<file path="config.mk">
export PLATFORM = sky130hd
export DESIGN_NAME = udptpc_back
export DESIGN_NICKNAME = d
export VERILOG_FILES = /design/src/hdl/udptpc_pkg.sv /design/src/hdl/udptpc_back.sv
export SDC_FILE = /design/constraint.sdc
export NUM_CORES = 1
export LEC_CHECK = 0
export ABC_AREA = 1
export BUFFER_PORTS_ARGS = -buffer_cell sky130_fd_sc_hd__buf_4
export CAP_MARGIN = 20
export CORE_ASPECT_RATIO = 1.5
export CORE_MARGIN = 2
export CORE_UTILIZATION = 55
export DETAILED_ROUTE_END_ITERATION = 12
export PLACE_DENSITY = 0.86
export SLEW_MARGIN = 20
export SYNTH_ARGS = -nofsm -noshare
export SYNTH_HDL_FRONTEND = slang
export SYNTH_SLANG_ARGS = --single-unit
</file>
<file path="constraint.sdc">
create_clock -name clk -period 10.8 [get_ports clk]
set_input_delay 1.08 -clock clk [delete_from_list [all_inputs] [get_ports clk]]
set_output_delay 1.08 -clock clk [all_outputs]
set_load 0.03 [all_outputs]
</file>
<file path="src/hdl/udptpc_pkg.sv">
package udptpc_pkg;

  localparam logic [15:0] MAX_LEN_RESET = 16'd100;
  localparam logic [30:0] CNT_MAX       = 31'h7fff_ffff;
  localparam logic [31:0] SEQ_END       = 32'hffff_ffff;
  localparam logic [15:0] SUM_EMPTY     = 16'hffff;
  localparam logic [15:0] SEQ_BYTES     = 16'd4;
  localparam logic [15:0] HDR_BYTES     = 16'd2;

  // how many sequence bytes a packet kept, four or more folded into one code
  typedef enum logic [2:0] {
    KEPT_NONE  = 3'd0,
    KEPT_ONE   = 3'd1,
    KEPT_TWO   = 3'd2,
    KEPT_THREE = 3'd3,
    KEPT_FULL  = 3'd4
  } kept_t;

  // per-packet summary handed from the byte front end to the checker
  typedef struct packed {
    logic [15:0] sum;
    logic        pend_vld;
    logic [7:0]  pend_byte;
    logic [15:0] tail;
    logic [31:0] seq_shift;
    kept_t       kept;
  } pkt_desc_t;

endpackage

</file>
<file path="src/hdl/udptpc_back.sv">
module udptpc_back
  import udptpc_pkg::*;
(
  input  logic               clk,
  input  logic               rst_n,
  input  logic               desc_vld,
  input  pkt_desc_t          desc,
  output logic               desc_pop,
  input  logic               out_pop,
  output logic               out_empty,
  output logic               out_checksum_ok,
  output logic               out_end_marker,
  output logic               out_runt_packet,
  output logic signed [31:0] out_sequence_number,
  output logic [15:0]        out_computed_checksum,
  output logic [15:0]        out_received_checksum,
  output logic [30:0]        out_success_count,
  output logic [30:0]        out_fail_count,
  output logic [30:0]        out_total_count,
  output logic [30:0]        out_expected_count
);

  // stage a: finish checksum, align sequence number
  logic        a_vld_r;
  logic        a_ok_r, a_endm_r, a_runt_r;
  logic [31:0] a_seq_r;
  logic [15:0] a_comp_r, a_recv_r;

  // stage b: counters and result
  logic        b_vld_r;
  logic [30:0] pass_r, fail_r, total_r;
  logic [31:0] high_r;

  logic        a_adv, b_adv;
  logic [16:0] fin_add;
  logic [15:0] fin_sum;
  logic        runt;
  logic [15:0] comp, recv;
  logic [31:0] seq;
  logic        ok;
  logic [30:0] pass_nxt, fail_nxt, total_nxt, exp_nxt;
  logic [31:0] high_nxt;

  function automatic logic [30:0] sat_inc(input logic [30:0] v);
    sat_inc = (v == CNT_MAX) ? v : v + 31'd1;
  endfunction

  assign b_adv    = a_vld_r && (!b_vld_r || out_pop);
  assign a_adv    = desc_vld && (!a_vld_r || b_adv);
  assign desc_pop = a_adv;
  assign out_empty = !b_vld_r;

  // odd trailing body byte forms a word with zero high half
  assign fin_add = {1'b0, desc.sum} + {9'd0, desc.pend_byte};

  always_comb begin
    fin_sum = desc.pend_vld ? (fin_add[15:0] + {15'd0, fin_add[16]}) : desc.sum;
    runt    = (desc.kept == KEPT_NONE) || (desc.kept == KEPT_ONE);
    comp    = runt ? SUM_EMPTY : ~fin_sum;
    recv    = runt ? 16'd0 : desc.tail;
    ok      = !runt && (comp == recv);
    case (desc.kept)
      KEPT_NONE:  seq = '0;
      KEPT_ONE:   seq = {desc.seq_shift[7:0], 24'd0};
      KEPT_TWO:   seq = {desc.seq_shift[15:0], 16'd0};
      KEPT_THREE: seq = {desc.seq_shift[23:0], 8'd0};
      KEPT_FULL:  seq = desc.seq_shift;
      default:    seq = desc.seq_shift;
    endcase
  end

  always_comb begin
    pass_nxt  = pass_r;
    fail_nxt  = fail_r;
    total_nxt = total_r;
    high_nxt  = high_r;
    if (!a_endm_r) begin
      if ($signed(a_seq_r) > $signed(high_r)) begin
        high_nxt = a_seq_r;
      end
      if (a_ok_r) begin
        pass_nxt = sat_inc(pass_r);
      end else begin
        fail_nxt = sat_inc(fail_r);
      end
      total_nxt = sat_inc(total_r);
    end
    exp_nxt = (!high_nxt[31] && (high_nxt[30:0] > total_nxt)) ? high_nxt[30:0] : total_nxt;
  end

  always_ff @(posedge clk) begin
    if (!rst_n) begin
      a_vld_r <= 1'b0;
      b_vld_r <= 1'b0;
      pass_r  <= '0;
      fail_r  <= '0;
      total_r <= '0;
      high_r  <= '0;
    end else begin
      if (a_adv) begin
        a_vld_r <= 1'b1;
      end else if (b_adv) begin
        a_vld_r <= 1'b0;
      end
      if (b_adv) begin
        b_vld_r <= 1'b1;
        pass_r  <= pass_nxt;
        fail_r  <= fail_nxt;
        total_r <= total_nxt;
        high_r  <= high_nxt;
      end else if (out_pop) begin
        b_vld_r <= 1'b0;
      end
    end
  end

  always_ff @(posedge clk) begin
    if (a_adv) begin
      a_ok_r   <= ok;
      a_endm_r <= seq == SEQ_END;
      a_runt_r <= runt;
      a_seq_r  <= seq;
      a_comp_r <= comp;
      a_recv_r <= recv;
    end
    if (b_adv) begin
      out_checksum_ok       <= a_ok_r;
      out_end_marker        <= a_endm_r;
      out_runt_packet       <= a_runt_r;
      out_sequence_number   <= a_seq_r;
      out_computed_checksum <= a_comp_r;
      out_received_checksum <= a_recv_r;
      out_success_count     <= pass_nxt;
      out_fail_count        <= fail_nxt;
      out_total_count       <= total_nxt;
      out_expected_count    <= exp_nxt;
    end
  end

  a_pass_le_total: assert property (@(posedge clk) disable iff (!rst_n)
    pass_r <= total_r) else $error("success count above total");

  a_fail_le_total: assert property (@(posedge clk) disable iff (!rst_n)
    fail_r <= total_r) else $error("fail count above total");

  a_endm_hold: assert property (@(posedge clk) disable iff (!rst_n)
    b_adv && a_endm_r |=> $stable(total_r) && $stable(high_r))
    else $error("end marker changed counters");

  a_drain: assert property (@(posedge clk) disable iff (!rst_n)
    out_pop && b_vld_r && !a_vld_r |=> !b_vld_r)
    else $error("result not released on pop");

endmodule

</file>
# Yosys cells after proc, flatten, opt, wreduce, memory -nomap -nowiden
# Index checks and enable logic that the tools add are counted.
[totals]
regBits = 385
input_bits = 80
out_inout_bits = 193
[op_classes]
addsub = 5
magnitude_cmp = 2
eq_ne = 8
muxes = 19
bitwise = 1
reduce_logical = 14
[ops]
columns = ["operator", "count"]
rows = [
  ["$mux 31", 9],
  ["$pmux 32 s4", 1],
  ["$add 31x1->31 const B", 3],
  ["$eq 31x31->1 const B", 3],
  ["$mux 32", 2],
  ["$mux 16", 3],
  ["$eq 32x32->1 const B", 1],
  ["$gt 32x32->1", 1],
  ["$gt 31x31->1", 1],
  ["$add 16x8->17", 1],
  ["$add 16x1->16", 1],
  ["$eq 16x16->1", 1],
  ["$not 16->16", 1],
  ["$eq 3x2->1 const B", 2],
  ["$logic_and 1x1->1", 4],
  ["$logic_not 1->1", 4],
  ["$mux 1", 4],
  ["$reduce_bool 2->1", 2],
  ["$eq 3x1->1 const B", 1],
  ["$logic_not 3->1", 1],
  ["$logic_or 1x1->1", 3],
]

# Longest topological paths before layout
[depth]
depth_word = 7
depth_mapped = 30
depth_no_buf = 28

# Least setup slack after synthesis
# OpenSTA, ideal clock, no wires.
[synth_path]
kind = "input-to-reg"
startpoint = "in out_pop"
endpoint = "reg fail_r[20]"
t_arrival_ps = 7455
required_ps = 10424
path_slack_ps = 2969
path_stages = 8
cell_sequence = "inv_1 nand2_1 nand2_1 clkbuf_1 inv_1 clkbuf_1 clkbuf_1 a21oi_1"
[synth_via]
elab_chain_len = 2
[synth_rtl]
columns = ["element", "line_no", "source"]
rows = [
  ["start, declared", "udptpc_back.sv:9", "input logic out_pop,"],
  ["$logic_or 1x1->1", "udptpc_back.sv:48", "assign b_adv = a_vld_r && (!b_vld_r || out_pop);"],
  ["$logic_and 1x1->1", "udptpc_back.sv:48", ""],
  ["via b_adv", "udptpc_back.sv:34", "logic a_adv, b_adv;"],
  ["end signal, assigned", "udptpc_back.sv:108", "fail_r <= fail_nxt;"],
  ["end, declared", "udptpc_back.sv:31", "logic [30:0] pass_r, fail_r, total_r;"],
]
# The timed path passes the listed nets, and every way through them passes these cells.
# A chain may end at the register's enable or synchronous reset.

# Worst setup path in the final report
[layout_path]
startpoint = "reg a_seq_r[9]"
endpoint = "reg out_expected_count[14] (data pin)"
[layout_via]
elab_chain_len = 6
[layout_rtl]
columns = ["element", "line_no", "source"]
rows = [
  ["start, declared", "udptpc_back.sv:26", "logic [31:0] a_seq_r;"],
  ["start signal, assigned", "udptpc_back.sv:122", "a_seq_r <= seq;"],
  ["$gt 32x32->1", "udptpc_back.sv:78", "if ($signed(a_seq_r) > $signed(high_r)) begin"],
  ["$mux 32", "udptpc_back.sv:78", ""],
  ["$mux 32", "udptpc_back.sv:77", "if (!a_endm_r) begin"],
  ["via high_nxt[8]", "udptpc_back.sv:42", "logic [31:0] high_nxt;"],
  ["$gt 31x31->1", "udptpc_back.sv:88", "exp_nxt = (!high_nxt[31] && (high_nxt[30:0] > total_nxt)) ? high_nxt[30:0] : total_nxt;"],
  ["$logic_and 1x1->1", "udptpc_back.sv:88", ""],
  ["$mux 31", "udptpc_back.sv:88", ""],
  ["via exp_nxt[14]", "udptpc_back.sv:41", "logic [30:0] pass_nxt, fail_nxt, total_nxt, exp_nxt;"],
  ["end signal, assigned", "udptpc_back.sv:136", "out_expected_count <= exp_nxt;"],
  ["end, declared", "udptpc_back.sv:20", "output logic [30:0] out_expected_count"],
]
# The timed path passes the listed nets, and every way through them passes these cells.

==> qor.yml <==
status:
  status: "finished clean"
worst_hold_path:
  hold_path.class: "flop to flop"
  whs_path_depth: 0
  hp-start: "a_recv_r[7]"
  hold_end: "out_received_checksum[7]"
route:
  routed_via_density: 5.49
  vias: 16700
  antenna_left: 0
  drcViolationCount: 0
  wire_per_inst_um: 16.9
  first_iter_violations: 1369
  drt_wl_total_mm: 51.4
  dr.pass1.iters: 7
clock_tree:
  htreeDepth: 2
  cts_setup_buffers: 0
  clk_path_buf_depth: 3
  clock_latency_ns: 0.54
  cts_resized: 0
  cts_sinks: 385
  clkTransAtPathRegs_ns: 0.06
  cts_made_buffers: 37
  cts_tree: "done"
  postCtsHoldBufs: 0
  cts-root-buf: "clkbuf_16"
floorplan:
  dieArea_um2: 37500
  initial_core_util_pct: 55.5
  dieWidth_um: 159
  die-height_um: 236
  core-area_um2: 35600
  core.rowCount: 85
  io_pins: 273
sta:
  rsz0062_at_grt: "false"
  skew_ns: 0.0245
  finalHoldViolCount: 0
  setup-tns-final_ns: 0
  period_share_pct: 53.4
  worstMarginPinSlew_ns: 1.09
  setup-violations-final: 0
  relSlewSlack_pct: 27.4
  finalCriticalPeriod_ns: 5.76
  slew_viol_final: 0
  fmax_mhz: 174
critical_path:
  critPathLaunchType: "flop"
  critPathArrivalTime_ns: 6.15
  worstRegToRegCells: 25
  r2r-end: "out_expected_count[14]"
  worst-path-max-fanout: 34
  timing.rr.start: "a_seq_r[9]"
  r2r_slack_ns: 5.04
  crit_path_end_kind: "flop"
  required_ns: 11.19
  crit_type: "flop to flop"
synth:
  synth-simple-area-share_pct: 21.7
  synth_fp_nets: 2442
  yosysUniqueCellTypes: 48
  ys_ff_latch: 385
  synth_area_leaders: "edfxtp_1 (39%), dfxtp_1 (13%), nand2_1 (9.1%)"
  ys_seq_area_share_pct: 52.0
  avgSynthCellArea_um2: 8.65
  synthFlopType: "edfxtp_1"
  synth-edff-count: 258
  syn-instance-count: 2285
  yosys.area.top_type: "edfxtp_1"
  synth_warnings: 0
  syn-cell-area_um2: 19800
  synthMuxAreaShare_pct: 0
  synth_top_family_by_area: "simple AND/OR/NAND/NOR gates"
  async_flop_share_pct: 0
  synth_compound_area_share_pct: 9.19
  synth.top_cell.area_share_pct: 39.2
  synthAdderAreaFrac_pct: 4.91
  synth-xor-area-share_pct: 3.96
layout:
  fillers: 2741
  diodes: 0
  final_nets: 2689
  area_delta_synth_final_pct: 19.1
  stdcell_count: 3039
  drive_above_1_share_pct: 16.8
power_and_ir_drop:
  ir_drop_mv: 0.133
  switchingPower_uw: 1100
  seq_power_share_pct: 45.0
  powerDensity_nw_per_um2: 166
  internal_power_uw: 2800
  p_leak_uw: 0.0108
  pwr-share-comb_pct: 17.6
  swShare_pct: 28.1
  clock_power_share_pct: 37.4
place:
  gp_congestion: 0.941
  dp_hpwl_mm: 37.7
  dp_cells: 2971
  io_buffers: 272
grt:
  grt-busiest-layer: "met2"
  use_met1_pct: 30.5
  antenna_found_initial: 0
  grt.overflow.total: 0
  grt_pass1_wl_mm: 81.1
  grt_pass1_vias: 16100
  grt_usage_pct: 26.8
  grt_max_degree: 132
  gr-usage-met3_pct: 3.97
  use_met2_pct: 49.4
job:
  maxCapViolations: 0
## power groups by stage
stage	clock network, µW	logic (µW)	registers (µW)
3_3_place_gp	0	653	1780
6_report	1460	686	1760
2_1_floorplan	0	375	1860
3_5_place_dp	0	676	1790
5_1_grt	1520	757	1770
4_1_cts	1470	681	1750
## routing by layer
metal	up-vias	wire (µm)
met5	-	0
met4	0	2430
met3	142	3650
met2	763	26600
met1	7745	18700
li1	8048	-
## how the worst max path moves through the flow
| stage | start | endpoint |
|---|---|---|
| floorplan | out_pop | fail_r[20] |
| global placement | a_seq_r[9] | out_expected_count[14] |
| CTS | a_seq_r[9] | out_expected_count[11] |
| global route | a_seq_r[9] | out_expected_count[10] |
| detailed placement | a_seq_r[9] | out_expected_count[12] |
| finish | a_seq_r[9] | out_expected_count[14] |
## registers in the layout (all words and copies together), names as in the netlist, 16 cells and up
register	cells
out_success_count	31
out_fail_count	31
fail_r	31
out_received_checksum	16
out_total_count	31
out_sequence_number	32
high_r	32
a_comp_r	16
total_r	31
a_recv_r	16
out_computed_checksum	16
pass_r	31
out_expected_count	31
a_seq_r	32
## cells in the mapped netlist (all sizes together), types with 3 or more instances
cell,count
nand2,500
inv,348
edfxtp,258
nor2,219
o21ai,168
nand3,158
a21oi,147
dfxtp,127
xor2,82
ha,76
clkbuf,51
nand4,37
nor3,28
buf,20
nor4,20
a221oi,15
nand3b,4
xnor2,4
o21bai,3
o22ai,3
or2,3
## cells by family (layout without fill, tap and decap cells)
group | after synthesis | in the layout
flops | 385 | 385
compound gates | 344 | 344
fa+ha+maj | 77 | 77
simple gates | 972 | 972
buf+inv | 421 | 697
xor+xnor | 86 | 86
## final cells by class
type                            count  area [µm²]  area share [%]
Inverter                          350        1320            5.62
Multi-Input combinational cell   1479        7870            33.4
Sequential cell                   385       10300            43.7
Tap cell                          478         598            2.54
Clock inverter                     18         300            1.27
Timing Repair Buffer              279        2100            8.91
Clock buffer                       50        1080            4.57
## stage by stage
| step | util, % | power (µW) | setup slack [ns] | hold WS (ns) | instance area (µm²) |
|---|---|---|---|---|---|
| 6_report | 66.1 | 3900 | 5.04 | 0.418 | 23600 |
| 5_1_grt | 66.1 | 4040 | 4.51 | 0.426 | 23600 |
| 4_1_cts | 66.1 | 3910 | 4.65 | 0.419 | 23600 |
| 3_5_place_dp | 62.2 | 2460 | 4.68 | 0.405 | 22200 |
| 3_3_place_gp | 62.2 | 2430 | 4.90 | 0.402 | 22200 |
| 2_1_floorplan | - | 2240 | 2.97 | 0.400 | 19800 |
## layout by cell type (no fill, tap or decap), types with 13 or more instances in the layout
master       n
nand2_1    476
inv_1      331
buf_4      278
edfxtp_1   258
nor2_1     198
o21ai_0    161
nand3_1    145
a21oi_1    145
dfxtp_1    127
xor2_1      78
ha_1        76
clkbuf_16   39
nand4_1     36
nor3_1      24
nand2_2     23
nor4_1      19
nor2_2      16
inv_2       15
a221oi_1    15
nand3_2     13
## worst max-delay path: stages (launching register included)
cell and delay [ns]:
edfxtp_1 0.41, ha_1 0.33, a21o_1 0.18, nand3_1 0.06, a21oi_1 0.08, nor3_1 0.14
nand2_1 0.08, o21bai_1 0.22, nand2_1 0.07, nand2_1 0.09, nand3_2 0.60, inv_1 1.06
nand2_1 0.11, nand2_1 0.18, ha_1 0.26, nand2_1 0.06, inv_1 0.04, o21ai_0 0.16
a21oi_1 0.08, a2111oi_0 0.29, nand2_1 0.14, nand4_1 0.11, a21oi_2 0.07, nand2_2 0.50
nand2_1 0.13, nand2_1 0.11
(Power assumes the default switching activity.)
